### src/design/shvd_pkg.sv
`default_nettype none
package shvd_pkg;

	localparam int MAX_DEGREE = 8;
	localparam int STORE_DEPTH = (MAX_DEGREE + 1) * (MAX_DEGREE + 1);
	localparam int ADDR_W = $clog2(STORE_DEPTH);
	localparam int DEG_W = 4;
	// Small integer factors such as 2l-1 and l+m-1 stay below 2^(DEG_W+1).
	localparam int K_W = DEG_W + 1;

	// Divider: dividend width, quotient bits per cycle and cycle count.
	localparam int DIV_W = 76;
	localparam int DIV_BPC = 4;
	localparam int DIV_STEPS = DIV_W / DIV_BPC;
	localparam int DEN_W = 33;
	localparam int SQRT_STEPS = 32;
	localparam int STEP_W = 6;

	localparam int PADDR_W = 3;
	localparam logic REG_DEGREE_MAX = 1'b0;

	localparam logic ACT_POINT = 1'b1;

	localparam logic signed [63:0] Q_ONE = 64'sh0000_0100_0000_0000;
	localparam logic signed [63:0] Q_MAX = 64'sh7FFF_FFFF_FFFF_FFFF;
	localparam logic signed [63:0] Q_MIN = 64'sh8000_0000_0000_0000;

	typedef enum logic {
		DS_DIV,
		DS_SQRT
	} ds_mode_t;

	typedef struct packed {
		logic action;
		logic [6:0] coef_index;
		logic signed [31:0] coef_value;
		logic signed [31:0] pos_x;
		logic signed [31:0] pos_y;
		logic signed [31:0] pos_z;
	} in_t;

	typedef struct packed {
		logic signed [31:0] out_x;
		logic signed [31:0] out_y;
		logic signed [31:0] out_z;
		logic saturated;
	} out_t;

	typedef struct packed {
		logic start;
		logic signed [63:0] a;
		logic signed [63:0] b;
	} mul_req_t;

	typedef struct packed {
		logic done;
		logic sat;
		logic signed [63:0] q40;
		logic [63:0] raw;
	} mul_res_t;

	typedef struct packed {
		logic start;
		ds_mode_t mode;
		logic [DIV_W-1:0] num;
		logic [DEN_W-1:0] den;
	} div_req_t;

	typedef struct packed {
		logic done;
		logic [DIV_W-1:0] quot;
		logic [31:0] root;
	} div_res_t;

	typedef struct packed {
		logic sat;
		logic signed [63:0] val;
	} sval_t;

	function automatic sval_t f_sadd(logic signed [63:0] a, logic signed [63:0] b);
		logic signed [64:0] s;
		sval_t r;
		s = {a[63], a} + {b[63], b};
		r.sat = (s[64] != s[63]);
		r.val = r.sat ? (s[64] ? Q_MIN : Q_MAX) : s[63:0];
		return r;
	endfunction

	function automatic sval_t f_ssub(logic signed [63:0] a, logic signed [63:0] b);
		logic signed [64:0] s;
		sval_t r;
		s = {a[63], a} - {b[63], b};
		r.sat = (s[64] != s[63]);
		r.val = r.sat ? (s[64] ? Q_MIN : Q_MAX) : s[63:0];
		return r;
	endfunction

	function automatic sval_t f_sneg(logic signed [63:0] a);
		sval_t r;
		r.sat = (a == Q_MIN);
		r.val = r.sat ? Q_MAX : -a;
		return r;
	endfunction

	function automatic sval_t f_smuli(logic signed [63:0] a, logic [K_W-1:0] k);
		logic signed [63+K_W+1:0] p;
		sval_t r;
		p = a * $signed({1'b0, k});
		r.sat = (p[63+K_W+1:63] != {(K_W+2){p[63]}});
		r.val = r.sat ? (p[63+K_W+1] ? Q_MIN : Q_MAX) : p[63:0];
		return r;
	endfunction

	function automatic sval_t f_clamp32(logic signed [63:0] a);
		sval_t r;
		r.sat = 1'b0;
		r.val = a;
		if (a > 64'sh0000_0000_7FFF_FFFF) begin
			r.sat = 1'b1;
			r.val = 64'sh0000_0000_7FFF_FFFF;
		end else if (a < -64'sh0000_0000_8000_0000) begin
			r.sat = 1'b1;
			r.val = -64'sh0000_0000_8000_0000;
		end
		return r;
	endfunction

	function automatic logic signed [63:0] f_ratio(logic [DIV_W-1:0] quot, logic negative);
		logic signed [63:0] q;
		q = (quot > DIV_W'(Q_ONE)) ? Q_ONE : $signed(quot[63:0]);
		return negative ? -q : q;
	endfunction

	function automatic logic [ADDR_W-1:0] f_slot(logic [DEG_W-1:0] l, logic [DEG_W-1:0] m,
			logic negative);
		logic [9:0] s;
		s = 10'(l) * 10'(l) + 10'(l);
		s = negative ? s - 10'(m) : s + 10'(m);
		return ADDR_W'(s);
	endfunction

endpackage
`default_nettype wire

### src/design/shvd_divsqrt.sv
`default_nettype none
module shvd_divsqrt (
	input wire logic clk,
	input wire logic arst_n,
	input wire shvd_pkg::div_req_t req,
	output shvd_pkg::div_res_t res
);
	import shvd_pkg::*;

	logic busy_q;
	logic done_q;
	ds_mode_t mode_q;
	logic [STEP_W-1:0] cnt_q;
	logic [DEN_W:0] rem_q;
	logic [DIV_W-1:0] quot_q;
	logic [DEN_W-1:0] den_q;
	logic [63:0] v_q;
	logic [63:0] root_q;
	logic [63:0] bit_q;

	logic [DEN_W:0] rem_n;
	logic [DIV_W-1:0] quot_n;
	logic [DEN_W:0] shv;
	logic [63:0] trial;
	logic last;

	// Restoring division, several quotient bits per cycle.
	always_comb begin
		rem_n = rem_q;
		quot_n = quot_q;
		for (int i = 0; i < DIV_BPC; i++) begin
			shv = {rem_n[DEN_W-1:0], quot_n[DIV_W-1]};
			quot_n = {quot_n[DIV_W-2:0], 1'b0};
			if (shv >= {1'b0, den_q}) begin
				rem_n = shv - {1'b0, den_q};
				quot_n[0] = 1'b1;
			end else begin
				rem_n = shv;
			end
		end
		trial = root_q + bit_q;
		last = (mode_q == DS_SQRT) ? (cnt_q == STEP_W'(SQRT_STEPS - 1))
			: (cnt_q == STEP_W'(DIV_STEPS - 1));
	end

	always_ff @(posedge clk or negedge arst_n) begin
		if (!arst_n) begin
			busy_q <= 1'b0;
			done_q <= 1'b0;
		end else begin
			done_q <= 1'b0;
			if (req.start) begin
				mode_q <= req.mode;
				cnt_q <= '0;
				busy_q <= 1'b1;
				rem_q <= '0;
				quot_q <= req.num;
				den_q <= req.den;
				v_q <= req.num[63:0];
				root_q <= '0;
				bit_q <= 64'd1 << 62;
			end else if (busy_q) begin
				cnt_q <= cnt_q + STEP_W'(1);
				if (mode_q == DS_SQRT) begin
					if (v_q >= trial) begin
						v_q <= v_q - trial;
						root_q <= (root_q >> 1) + bit_q;
					end else begin
						root_q <= root_q >> 1;
					end
					bit_q <= bit_q >> 2;
				end else begin
					rem_q <= rem_n;
					quot_q <= quot_n;
				end
				if (last) begin
					busy_q <= 1'b0;
					done_q <= 1'b1;
				end
			end
		end
	end

	assign res.done = done_q;
	assign res.quot = quot_q;
	assign res.root = root_q[31:0];

endmodule
`default_nettype wire

### config.mk
export PLATFORM = sky130hd
export DESIGN_NAME = shvd_divsqrt
export DESIGN_NICKNAME = d
export VERILOG_FILES = /design/src/design/shvd_pkg.sv /design/src/design/shvd_divsqrt.sv
export SDC_FILE = /design/constraint.sdc
export NUM_CORES = 1
export LEC_CHECK = 0
export ABC_AREA = 0
export BUFFER_PORTS_ARGS = -buffer_cell sky130_fd_sc_hd__buf_2
export CAP_MARGIN = 40
export CORE_UTILIZATION = 28
export DETAILED_ROUTE_END_ITERATION = 8
export PLACE_DENSITY_LB_ADDON = 0.25
export RECOVER_POWER = 50
export SETUP_SLACK_MARGIN = 0.05
export SLEW_MARGIN = 15
export SYNTH_ARGS = -nofsm -noshare
export SYNTH_HDL_FRONTEND = slang
export SYNTH_SLANG_ARGS = --single-unit
### constraint.sdc
create_clock -name clk -period 20.9 [get_ports clk]
set_clock_uncertainty 0.15 [all_clocks]
set_input_delay 2.09 -clock clk [delete_from_list [all_inputs] [get_ports clk]]
set_output_delay 2.09 -clock clk [all_outputs]
set_load 0.05 [all_outputs]
==> metrics.cfg <==
[run_status]
outcome = complete, but fails checks
violations = max-capacitance violations, max-slew violations

[synth]
synth_area_per_cell_um2 = 8.63
syn-cell-area_um2 = 33200
synth_seq_cells = 343
ys.warnings.count = 0
yosysTopAreaCellShare_pct = 30.8
yosysUniqueCellTypes = 85
synth_nets = 4295
synth_commonest_cells = nand2_1 (451), a21oi_1 (389), edfxtp_1 (341), ha_1 (323), o21ai_0 (320)
synthFlopType = edfxtp_1
yosysSeqAreaShare_pct = 30.9
yosys.cell_count.top_type = nand2_1
yosys.area.top_type = edfxtp_1
async_flop_share_pct = 0.583
synthTopCellsByArea = edfxtp_1 (31%), ha_1 (12%), a21oi_1 (5.9%), nand2_1 (5.1%), o21ai_0 (4.8%)
synth-edff-count = 341
netlist_instances = 3852

[routing]
dr.pass1.iters = 8
ant_nets = 0
dr_total_vias = 29168
wl_per_cell_um = 20.7
drc_errors = 0
via_per_inst = 5.27
postRouteWirelength_um = 114000
drt-initial-drc-count = 1839

[cts]
clockBufferDepth = 3
htree_levels = 2
cts-buffers-inserted = 46
cts.sinks = 343
cts_setup_buffers = 0
clk_pin_slew_worst_paths_ns = 0.06
cts_resized = 0
clock-root-buffer = clkbuf_16
clk-insertion-delay-late_ns = 0.65
cts_tree = built
postCtsHoldBufs = 0

[sta]
relSlewSlack_pct = -417
finalCriticalPeriod_ns = 15.11
drv_slew = 580
fmax_mhz = 66.2
finalSetupTns_ns = 0
fin_crit_sh_pct = 72.3
setup_viol = 0
rsz0062_at_grt = no
setup_ws_ns = 5.79
tightest_slew_ns = 7.76
hold_violations = 0

[layout]
layout-drive-gt1-share_pct = 9.29
finalNetCount = 4400
area_delta_synth_final_pct = 11.5
design_area_um2 = 37100
final_core_util_pct = 31.4
fillerInstances = 12531

[setup_path]
critical-path-slowest-cell = a311oi_1
slowest_delay_ns = 0.75
end_kind = register
cpMostUsedCell = a21o_1
critPathKind = reg2reg
worstPathMaxFanout = 57
worst-endpoint-arrival_ns = 15.34
required_ns = 21.13
startpoint_type = register
r2r_slack_ns = 5.79

[grt]
antenna_found_initial = 6
grt_pass1_wl_um = 173000
track_usage_pct = 18.4
grt_overflow_total = 0
grt_pass1_vias = 28417
grt_max_degree = 131

[place]
io_buffer_count = 221
dp_slack_ns = 5.97
gp_congestion = 0.907
dp_hpwl_um = 88800
placed_cell_area_um2 = 35700

[floorplanning]
core_um2 = 118000
row_count = 126
die_w_um = 347
io_pins = 222
initial_core_util_pct = 28.2
design.die.area_um2 = 120000
die_y_um = 347

[min_path]
hp-class = reg2reg

[run]
maxCapViolations = 10

## area by class of cell
type,instances,area [µm²],share of cell area (%)
diodes,1,2.50,0.00675
inverters,203,762,2.06
multi-input cells,3117,21300,57.5
clock buffers,57,1210,3.27
repair buffers,246,1250,3.37
well taps,1536,1920,5.19
flip-flops and latches,343,10300,27.8
clock inverters,27,300,0.810
## final timing paths
kind / from / endpoint / cells past startpoint
min in group asynchronous: arst_n / done_q / 2
max in group asynchronous: arst_n / busy_q / 2
worst max register to register: quot_q[75] / rem_q[4] / 45
worst min-delay path: quot_q[67] / quot_q[71] / 1
worst min register to register: quot_q[67] / quot_q[71] / 1
worst max-delay path: quot_q[75] / rem_q[4] / 45
## routing by layer
layer  vias to the layer above  share of wire [%]  global-route usage (%)
li1                      14473                  -                       -
met1                     13914                 44                    23.7
met2                       650                 48                    31.6
met3                       129                5.5                    3.39
met4                         2                2.3                    4.63
met5                         -             0.0096                       0
## critical path, delay by kind of cell, from the launching register on
family,cells,cell delay (ns)
AND/OR/NAND/NOR,8,2.58
AO/OA/AOI/OAI,26,7.82
buffers and inverters,4,1.20
flip-flops,1,0.42
adder cells (fa/ha/maj),5,1.89
multiplexers,2,0.67
## cell families after synthesis
family	share of synthesized area, %
XOR/XNOR	7.51
AND/OR/NAND/NOR	14.3
flip-flops	30.9
AO/OA/AOI/OAI	25.6
adder cells (fa/ha/maj)	12.6
buffers and inverters	5.02
multiplexers	3.99
## through the flow
stage               std cells  hold slack, ns
global placement         5441           0.431
CTS                      5528           0.450
floorplan                3852           0.353
detailed placement       5444           0.430
finish                   5530           0.444
global route             5529           0.470
## flip-flops by register name, summed over array words and instances, names as in the netlist
name and cells:
mode_q 1, bit_q 64, cnt_q 6, den_q 33
rem_q 33, quot_q 76, v_q 64, done_q 1
busy_q 1, root_q 64
## layout by cell type, fill, tap and decap left out, types with 13 or more instances in the layout
master	instances
clkbuf_16	46
nand3_1	70
buf_2	177
nand4_1	60
a211o_1	17
nor2_1	217
nor2b_1	30
inv_1	203
or2_2	18
ha_1	323
o21a_1	46
a211oi_1	64
nor3_1	43
a41oi_1	13
mux2_2	46
a21o_1	182
and3_1	21
a31o_2	14
a31oi_1	32
xnor2_1	166
o21ai_0	320
xor2_1	119
mux2i_1	74
buf_4	15
edfxtp_1	341
o31a_1	14
and2_1	23
clkbuf_1	61
or3_1	21
nand2_1	450
o31ai_1	27
o21bai_1	45
nand2b_1	48
a21oi_1	388
o211ai_1	32
Power is left out: the tool's default activity adds up to more than one toggle a clock period on the data nets, which glitch-free logic cannot reach.
